--- src/rtl/core/lrmp_ram.sv ---
// Generic simple RAM: one write port, two read ports, registered read data.
// No dependencies.
module lrmp_ram #(
    parameter int WIDTH = 30,
    parameter int DEPTH = 48
) (
    input  logic                     i_clk,
    input  logic                     i_wr_en,
    input  logic [$clog2(DEPTH)-1:0] i_wr_addr,
    input  logic [WIDTH-1:0]         i_wr_data,
    input  logic [$clog2(DEPTH)-1:0] i_rd_addr_a,
    output logic [WIDTH-1:0]         o_rd_data_a,
    input  logic [$clog2(DEPTH)-1:0] i_rd_addr_b,
    output logic [WIDTH-1:0]         o_rd_data_b
);

    logic [WIDTH-1:0] r_mem [DEPTH];
    logic [WIDTH-1:0] r_rd_a;
    logic [WIDTH-1:0] r_rd_b;

    // Write and read, read data registered
    always_ff @(posedge i_clk) begin
        if (i_wr_en) begin
            r_mem[i_wr_addr] <= i_wr_data;
        end
        r_rd_a <= r_mem[i_rd_addr_a];
        r_rd_b <= r_mem[i_rd_addr_b];
    end

    assign o_rd_data_a = r_rd_a;
    assign o_rd_data_b = r_rd_b;

endmodule

--- config.mk ---
export PLATFORM = sky130hd
export DESIGN_NAME = lrmp_ram
export DESIGN_NICKNAME = d
export VERILOG_FILES = /design/src/rtl/core/lrmp_ram.sv
export SDC_FILE = /design/constraint.sdc
export NUM_CORES = 2
export LEC_CHECK = 0
export BUFFER_PORTS_ARGS = -buffer_cell sky130_fd_sc_hd__buf_4
export CAP_MARGIN = 20
export CORE_UTILIZATION = 24
export CTS_CLUSTER_SIZE = 16
export DETAILED_ROUTE_END_ITERATION = 12
export PLACE_DENSITY = 0.46
export SLEW_MARGIN = 20
export SYNTH_ARGS = -nofsm -noshare
export SYNTH_HDL_FRONTEND = slang
export SYNTH_SLANG_ARGS = --single-unit
export TNS_END_PERCENT = 50
--- constraint.sdc ---
create_clock -name i_clk -period 5.1 [get_ports i_clk]
set_clock_uncertainty 0.2 [all_clocks]
set_input_delay 1.02 -clock i_clk [delete_from_list [all_inputs] [get_ports i_clk]]
set_output_delay 1.02 -clock i_clk [all_outputs]
set_load 0.02 [all_outputs]
==> run summary <==
Tightest Hold Check Type: input pin to flop
Max stage delay on crit path: 0.49 ns
ranking of synthesized cells by area: edfxtp_1 63%, mux2i_1 14%, mux4_2 9.8%, a22oi_1 2.6%, dfxtp_1 1.7%
Mapped Area: 0.0690 mm²
Pre-antenna DRT Iters: 5
Highest Signal Layer: met5
outcome: finished clean
Post-DP HPWL: 145 mm
Final Setup Violations: 0
H-Tree Depth: 4
# resized after CTS: 0
max-slew violation count: 0
Die Wd: 538 µm
Ports: 110
Avg Vias per Cell: 5.07
post-synth top area cell: edfxtp_1
met2 wire len: 122 mm
critical path data required time: 5.60 ns
Core Area: 0.286 mm²
Routability Congestion: 0.786
first-pass GRT wire length: 341 mm
ANT nets after route: 0
post-synthesis register bit count: 1500
Routed WL per cell: 30.9 µm
antenna violations before repair: 15
switch share: 23.8%
# DRC: 0
Gate power share: 8.8%
Die ar.: 0.290 mm²
total grt overflow: 0
starting density of the core: 24.2%
sequential power share: 48.5%
slew margin rel.: 28.7%
wl on met1: 106 mm
share of flip-flops with an asynchronous set or reset: 0%
DR vias: 40600
most frequent cell after synthesis: edfxtp_1
Cell Int Power: 21.6 mW
Leak Pwr: 27.3 nW
clk_lat worst skew: 0.82 ns
post-synthesis cell type count: 29
buffer and inverter count on the worst path: 3
setup TNS: 0 ns
unrepaired setup endpoints after global routing: false
buffer count from post-CTS setup fixing: 0
Post-layout nets: 4149
clock period minus worst slack: 3.25 ns
Post-synth EDFFs: 1440
sw power: 6.75 mW
Syn Nets: 4002
All-Layer GR Usage: 16.6%
maximum clock frequency: 0.308 GHz
crit-path most repeated cell: buf_12
# rows: 196
yosys warns: 0
Crit Path Category: input pin to flop
die height: 538 µm
VDD IR max: 0.230 mV
post-synthesis sequential area ratio: 64.4%
Fin. Hold Viols: 0
Clock Sinks: 1500
worst-margin pin slew: 1.07 ns
Clock power frac: 42.7%
largest net degree at the start of global routing: 61
initial detailed-routing violation count: 3444
CTS tree: built
crit path DAT: 3.75 ns
share of layout cells above drive strength 1: 22.6%
CP Max Fanout: 46
CP max-delay cell: buf_8
endpoint class of the critical path: flop
vias in the first global route: 41400
Avg Cell Area, Syn: 17.5 µm²
Clock Tree Buf Depth: 4
buffers added on ports: 109
clk root buf: clkbuf_16
Crit path max-delay family: compound AO/OA/AOI/OAI gates
tightest hold margin: 0.483 ns
Final period util: 63.7%
Mapped Cells: 3952
Layout area overhead: 17.2%
crit-path cells: buf_8, buf_12, buf_12, mux2i_1, a22o_1, a221oi_1, o22ai_1, o41ai_2
DR WL met3: 13.4 mm
cts hold-fix bufs: 0
Reg clk slew, reported paths: 0.06 ns
Worst setup SP type: input pin
ys flop type: edfxtp_1
Synth top cells by count: 1440 x edfxtp_1, 960 x mux2i_1, 300 x mux4_2, 240 x a22oi_1, 136 x clkbuf_1
TritonCTS Buffers: 168
Yosys top cell area share: 62.6%
pwr/cell area: 351 mW/mm²
MaxCap Viol Count: 0
total wire length: 248 mm
[logic make-up after synthesis]
logic type,synth area share (%)
flops,64.4
mux,23.7
compound gates,8.46
buf+inv,2.53
simple gates,0.915
[worst reg2reg max path, cell delays in order, from the launching register on]
cell      delay [ns]
edfxtp_1        0.38
mux4_2          0.49
mux4_2          0.49
nand2_1         0.32
o41ai_2         0.15
buf_4           0.17
[cell type report]
| cell class | count | area [µm²] |
|---|---|---|
| Antenna cell | 10 | 25.0 |
| Clock buffer | 214 | 4520 |
| Clock inverter | 83 | 835 |
| Fill cell | 28100 | 205000 |
| Multi-Input combinational cell | 2128 | 23300 |
| Sequential cell | 1500 | 44400 |
| Tap cell | 3762 | 4710 |
| Timing Repair Buffer | 301 | 3100 |
[final timing paths]
check,from,to,slack [ns],cells after the start
hold reg to reg,r_mem[26][28]$_DFFE_PP_,o_rd_data_a[28]$_DFF_P_,0.66,4
hold / removal,i_wr_data[26],r_mem[44][26]$_DFFE_PP_,0.48,1
setup reg to reg,r_mem[47][23]$_DFFE_PP_,o_rd_data_a[23]$_DFF_P_,2.82,5
setup / recovery,i_rd_addr_a[0],o_rd_data_a[7]$_DFF_P_,1.85,8
[power groups by stage]
stage | logic (mW) | clock network [mW] | registers, mW
4_1_cts | 2.51 | 12.4 | 13.8
2_1_floorplan | 1.36 | 0 | 14.0
6_report | 2.50 | 12.1 | 13.8
5_1_grt | 2.61 | 12.8 | 13.8
3_5_place_dp | 2.51 | 0 | 14.0
3_3_place_gp | 2.50 | 0 | 14.0
[placed cells by master (no fill, tap or decap), drive strengths merged, types with 4 or more instances in the layout]
| master | synthesis | final |
|---|---|---|
| bufinv | 0 | 16 |
| nand3 | 4 | 4 |
| buf | 188 | 301 |
| dfxtp | 60 | 60 |
| mux2i | 960 | 960 |
| edfxtp | 1440 | 1440 |
| diode | 0 | 10 |
| nor2b | 7 | 7 |
| a22o | 120 | 120 |
| clkinv | 0 | 57 |
| clkinvlp | 0 | 8 |
| o22ai | 60 | 60 |
| nor2 | 50 | 50 |
| a21oi | 120 | 120 |
| nand2 | 68 | 68 |
| mux4 | 300 | 300 |
| a221oi | 120 | 120 |
| clkbuf | 136 | 214 |
| o41ai | 60 | 60 |
| a22oi | 240 | 240 |
| nand2b | 7 | 7 |
[through the flow]
step | utilization (%) | std cells | setup slack [ns] | instance area (µm²) | power, mW
floorplan | - | 3952 | 0.868 | 69000 | 15.4
global placement | 26.4 | 7691 | 1.05 | 75500 | 16.5
detailed placement | 26.4 | 7691 | 1.04 | 75500 | 16.5
CTS | 28.3 | 7988 | 1.90 | 80900 | 28.6
global route | 28.3 | 7989 | 1.79 | 80900 | 29.2
finish | 28.3 | 7998 | 1.85 | 80900 | 28.4
[state kept, by name, indices dropped and copies added, names as in the netlist]
signal	flops
r_mem	1440
o_rd_data_b	30
o_rd_data_a	30
[layer usage]
metal / vias up / GRT usage (%)
met2: 1302 / 28.3
li1: 16900 / -
met4: 12 / 4.40
met3: 334 / 2.55
met1: 22000 / 21.7
met5: - / 0
Note: power is estimated with default switching activity, not from simulation.
