**config.mk**
```make
export PLATFORM = sky130hd
export DESIGN_NAME = lrmp_modmac
export DESIGN_NICKNAME = d
export VERILOG_FILES = /design/src/rtl/core/lrmp_pkg.sv /design/src/rtl/core/lrmp_modmac.sv
export SDC_FILE = /design/constraint.sdc
export NUM_CORES = 2
export LEC_CHECK = 0
export ABC_CLOCK_PERIOD_IN_PS = 7300
export BUFFER_PORTS_ARGS = -buffer_cell sky130_fd_sc_hd__buf_4
export CAP_MARGIN = 20
export CORE_MARGIN = 2
export CORE_UTILIZATION = 35
export CTS_CLUSTER_DIAMETER = 80
export CTS_CLUSTER_SIZE = 40
export DETAILED_ROUTE_END_ITERATION = 10
export HOLD_SLACK_MARGIN = 0.05
export SKIP_LAST_GASP = 1
export SYNTH_ARGS = -nofsm -noshare
export SYNTH_HDL_FRONTEND = slang
export SYNTH_SLANG_ARGS = --single-unit
```
**constraint.sdc**
```tcl
create_clock -name i_clk -period 7.3 [get_ports i_clk]
set_clock_uncertainty 0.15 [all_clocks]
set_input_delay 0.365 -clock i_clk [delete_from_list [all_inputs] [get_ports i_clk]]
set_output_delay 0.365 -clock i_clk [all_outputs]
set_load 0.01 [all_outputs]
```
**src/rtl/core/lrmp_pkg.sv**
```systemverilog
// Shared constants and types for the linear recurrence term block.
// No dependencies; used by lrmp_modmac and linear_recurrence_matrix_power_mod.
package lrmp_pkg;

    // Field widths
    localparam int ValW  = 30;
    localparam int IdxW  = 31;
    localparam int EntW  = 4;   // entry index inside a 3x3 matrix (0..8)
    localparam int BankW = 2;   // matrix bank select

    // Prime modulus and Barrett constant floor(2^60 / P)
    localparam logic [29:0] Modulus   = 30'd1000000007;
    localparam logic [30:0] BarrettMu = 31'((64'd1 << 60) / 64'd1000000007);

    // Indices at or below this return 1 directly
    localparam logic [30:0] BaseTerms = 31'd3;

    // Entry masks, bit n is entry (row*3 + col)
    localparam logic [8:0] CompMask = 9'b010_001_101;   // companion matrix
    localparam logic [8:0] IdMask   = 9'b100_010_001;   // identity matrix

    // Tag that travels with each term through the multiply-accumulate pipe
    typedef struct packed {
        logic            first;   // start a new sum with this term
        logic            last;    // emit the sum after this term
        logic [EntW-1:0] idx;     // destination entry of the sum
    } t_mac_tag;

endpackage

```
**src/rtl/core/lrmp_modmac.sv**
```systemverilog
// Pipelined modular multiply-accumulate: sum of a*b mod P over tagged terms.
// Five stages: product, two Barrett multiplies, correction, accumulate.
// Depends on lrmp_pkg.
module lrmp_modmac (
    input  logic                     i_clk,
    input  logic                     i_rst_n,
    input  logic                     i_valid,
    input  logic [29:0]              i_a,
    input  logic [29:0]              i_b,
    input  lrmp_pkg::t_mac_tag       i_tag,
    output logic                     o_valid,
    output logic [29:0]              o_value,
    output logic [lrmp_pkg::EntW-1:0] o_idx,
    output logic                     o_busy
);

    localparam logic [31:0] OneP = {2'b00, lrmp_pkg::Modulus};
    localparam logic [31:0] TwoP = {1'b0, lrmp_pkg::Modulus, 1'b0};

    // Stage valids and tags
    logic               r_v1, r_v2, r_v3, r_v4, r_out_valid;
    lrmp_pkg::t_mac_tag r_tag1, r_tag2, r_tag3, r_tag4;
    logic [lrmp_pkg::EntW-1:0] r_out_idx;

    // Data path registers
    logic [59:0] r_x;
    logic [61:0] r_q2;
    logic [31:0] r_xlo2;
    logic [31:0] r_xlo3;
    logic [31:0] r_t;
    logic [29:0] r_r;
    logic [29:0] r_acc;

    logic [59:0] prod_x;
    logic [61:0] prod_q2;
    logic [60:0] prod_t;
    logic [31:0] diff;
    logic [29:0] n_r;
    logic [29:0] acc_base;
    logic [30:0] acc_sum;
    logic [29:0] n_acc;

    // Product, quotient estimate and quotient times modulus
    assign prod_x  = {30'd0, i_a} * {30'd0, i_b};
    assign prod_q2 = {31'd0, r_x[59:29]} * {31'd0, lrmp_pkg::BarrettMu};
    assign prod_t  = {30'd0, r_q2[61:31]} * {31'd0, lrmp_pkg::Modulus};

    // Remainder is below 3P, so the low 32 bits carry it exactly
    assign diff = r_xlo3 - r_t;
    always_comb begin
        if (diff >= TwoP) begin
            n_r = 30'(diff - TwoP);
        end else if (diff >= OneP) begin
            n_r = 30'(diff - OneP);
        end else begin
            n_r = diff[29:0];
        end
    end

    // Add the reduced term into the running sum
    assign acc_base = r_tag4.first ? 30'd0 : r_acc;
    assign acc_sum  = {1'b0, acc_base} + {1'b0, r_r};
    assign n_acc    = (acc_sum >= {1'b0, lrmp_pkg::Modulus})
                    ? 30'(acc_sum - {1'b0, lrmp_pkg::Modulus}) : acc_sum[29:0];

    // Advance stage valids
    always_ff @(posedge i_clk) begin
        if (!i_rst_n) begin
            r_v1        <= 1'b0;
            r_v2        <= 1'b0;
            r_v3        <= 1'b0;
            r_v4        <= 1'b0;
            r_out_valid <= 1'b0;
        end else begin
            r_v1        <= i_valid;
            r_v2        <= r_v1;
            r_v3        <= r_v2;
            r_v4        <= r_v3;
            r_out_valid <= r_v4 && r_tag4.last;
        end
    end

    // Advance data and tags
    always_ff @(posedge i_clk) begin
        r_x    <= prod_x;
        r_tag1 <= i_tag;
        r_q2   <= prod_q2;
        r_xlo2 <= r_x[31:0];
        r_tag2 <= r_tag1;
        r_t    <= prod_t[31:0];
        r_xlo3 <= r_xlo2;
        r_tag3 <= r_tag2;
        r_r    <= n_r;
        r_tag4 <= r_tag3;
        if (r_v4) begin
            r_acc     <= n_acc;
            r_out_idx <= r_tag4.idx;
        end
    end

    assign o_valid = r_out_valid;
    assign o_value = r_acc;
    assign o_idx   = r_out_idx;
    assign o_busy  = r_v1 || r_v2 || r_v3 || r_v4 || r_out_valid;

endmodule

```
==> impl_metrics.json <==
{
  "run_status": "finished, final reports clean",
  "slew_headroom": 0.317,
  "report.final.slew_viol_count": 0,
  "hold-worst-slack_ns": 0.169,
  "initial_core_util": 0.352,
  "synth_top_area_share": 0.396,
  "crit_top_cell": "fa_1",
  "busiest_layer": "met2",
  "final_common_cell": "inv_1",
  "design.portCount": 105,
  "grt_use_total": 0.174,
  "clock_path_buffers": 3,
  "drive_gt1_frac": 0.104,
  "die_h_um": 425,
  "use_met1": 0.238,
  "synth_area_leaders": "fa_1 (40%), ha_1 (17%), inv_1 (9.2%)",
  "nets": 8935,
  "htreeDepth": 1,
  "grt_pass1_vias": 47700,
  "crit_path_top_delay_cell": "fa_2",
  "synth_cell_types": 94,
  "cts_root_buffer": "clkbuf_16",
  "syn_to_final_growth_pct": 12.7,
  "finalCritPeriodShare": 0.987,
  "core_mm2": 0.176,
  "dieWidth_um": 425,
  "cp-end-kind": "flip-flop",
  "drtAntennaViolNets": 0,
  "synthArstFlopShare": 0,
  "hold_viol": 0,
  "num_vias": 43900,
  "drt-wirelength-per-cell_um": 16.8,
  "wl_mm": 155,
  "cts_tree": "yes",
  "drt_first_pass_iters": 5,
  "timing.max_cap.violations": 0,
  "antenna_found_initial": 4,
  "overflow": 0,
  "post-route-min-period_ns": 7.20,
  "worstHoldPathType": "reg -> reg",
  "rows": 154,
  "drc": 0,
  "cts_buffers": 24,
  "synth_ff_type": "dfxtp_1",
  "syn_area_mm2": 0.0619,
  "rsz0062_at_grt": "true",
  "yosysWarnings": 0,
  "final.setup.tns_ns": 0,
  "clkTransAtPathRegs_ns": 0.09,
  "startpoint_type": "input pin",
  "fill_cells": 17300,
  "vias_per_cell": 4.78,
  "netlist_instances": 6482,
  "critical_path_required_ns": 7.62,
  "critical_path_class": "in -> reg",
  "finalWeightedCongestion": 0.902,
  "final_util": 0.397,
  "tightest_slew_ns": 0.999,
  "max_freq_mhz": 139,
  "ys_seq_area_frac": 0.0960,
  "cts.sinks": 280,
  "setup_violations": 0,
  "dr.first_iter.drc_count": 2415,
  "synth_top_cell_by_area": "fa_1",
  "ys_ff_latch": 280,
  "syn-num-nets": 8603,
  "portBuffers": 104,
  "grt_start_max_net_pins": 37,
  "hpwl_mm": 137,
  "met2_usage": 0.297,
  "avgSynthCellArea_um2": 9.56,
  "grtUsageMet3": 0.0190,
  "die_area_mm2": 0.180,
  "clock_latency_ns": 0.59,
  "cp_data_arrival_time_ns": 7.53,
  "grt_first_pass_wirelength_mm": 253,
  "cp_max_fo": 8,
  "synth-edff-count": 34,
  "mostFrequentLayoutCells": "inv_1 (1515), fa_1 (1203), ha_1 (813)",
  "cp_slowest_stage_delay_ns": 0.61
}
state kept, by name, summed over array words and instances, names as in the netlist, 4 cells and up:
| name | cells |
|---|---|
| r_q2 | 31 |
| o_value | 30 |
| r_tag3 | 6 |
| r_tag2 | 6 |
| r_r | 30 |
| r_tag4 | 6 |
| r_tag1 | 6 |
| r_t | 32 |
| r_xlo3 | 32 |
| r_xlo2 | 32 |
| o_idx | 4 |
| r_x | 60 |
metrics by stage:
stage	cell area [um2]	cells	setup WS [ns]
finish	69800	9173	0.0953
global route	69800	9173	-0.105
global placement	68000	9101	-0.713
floorplan	62100	6482	-0.182
detailed placement	68000	9101	-0.746
CTS	69100	9156	0.00142
routing by layer:
metal  vias up  routed length [um]
li1      20700                   -
met1     22200               70600
met2       824               74300
met3       161                6250
met4         4                3380
met5         -                  23
synth_stat cells (all sizes together) (19+ instances only):
library cell / number
nand4: 21
nand3: 55
a21o: 104
o21a: 31
xor2: 50
dfxtp: 246
nor3: 51
o21ai: 88
nor2b: 57
and2: 560
a211oi: 32
fa: 1225
ha: 827
o211ai: 26
clkbuf: 215
a21oi: 191
edfxtp: 34
inv: 1516
nand2b: 29
xnor2: 167
nor2: 119
o21bai: 26
buf: 19
a31oi: 23
nand2: 493
final cells by class:
type / count / area (um2) / share of cell area
multi-input combinational: 4452 / 49900 / 0.715
sequential: 280 / 5960 / 0.0855
inverter: 1516 / 5690 / 0.0815
timing repair buffer: 540 / 4350 / 0.0623
tap: 2340 / 2930 / 0.0419
clock buffer: 25 / 626 / 0.00896
clock inverter: 19 / 352 / 0.00504
antenna: 1 / 2.50 / 0.0000359
worst max-delay path, delay by kind of cell:
kind                       cells  cell delay [ns]
AOI/OAI and AO/OA              5             0.81
xor gates and xnor gates       1             0.12
adders and majority gates      9             4.36
buffers and inverters          7             0.71
and+or+nand+nor                5             1.14
timing repair:
action,in CTS,in global routing
endpoints found under the setup margin,18,28
pin swaps,5,81
hold buffers,9,0
hold endpoints to repair,11,0
cloned,0,1
gates resized for setup,11,123
setup buffers,2,16
worst paths after layout:
path	startpoint	to	cells after the start	slack (ns)
hold reg to reg	r_tag2[0]	r_tag3[0]	0	0.17
setup reg to reg	r_x[39]	r_q2[61]	27	0.26
setup / recovery	i_a[18]	r_x[58]	27	0.1
hold / removal	r_tag2[0]	r_tag3[0]	0	0.17
kinds of logic after synthesis:
kind of cell | after synthesis | share of synthesized area
buffers and inverters | 1750 | 0.107
AND/OR/NAND/NOR | 1475 | 0.124
flip-flops | 280 | 0.0960
AO/OA/AOI/OAI | 692 | 0.0775
multiplexers | 16 | 0.00263
XOR/XNOR | 217 | 0.0307
adder cells (fa/ha/maj) | 2052 | 0.563
Power is left out: the tool's default activity adds up to more than one toggle a clock period on the data nets, which glitch-free logic cannot reach.
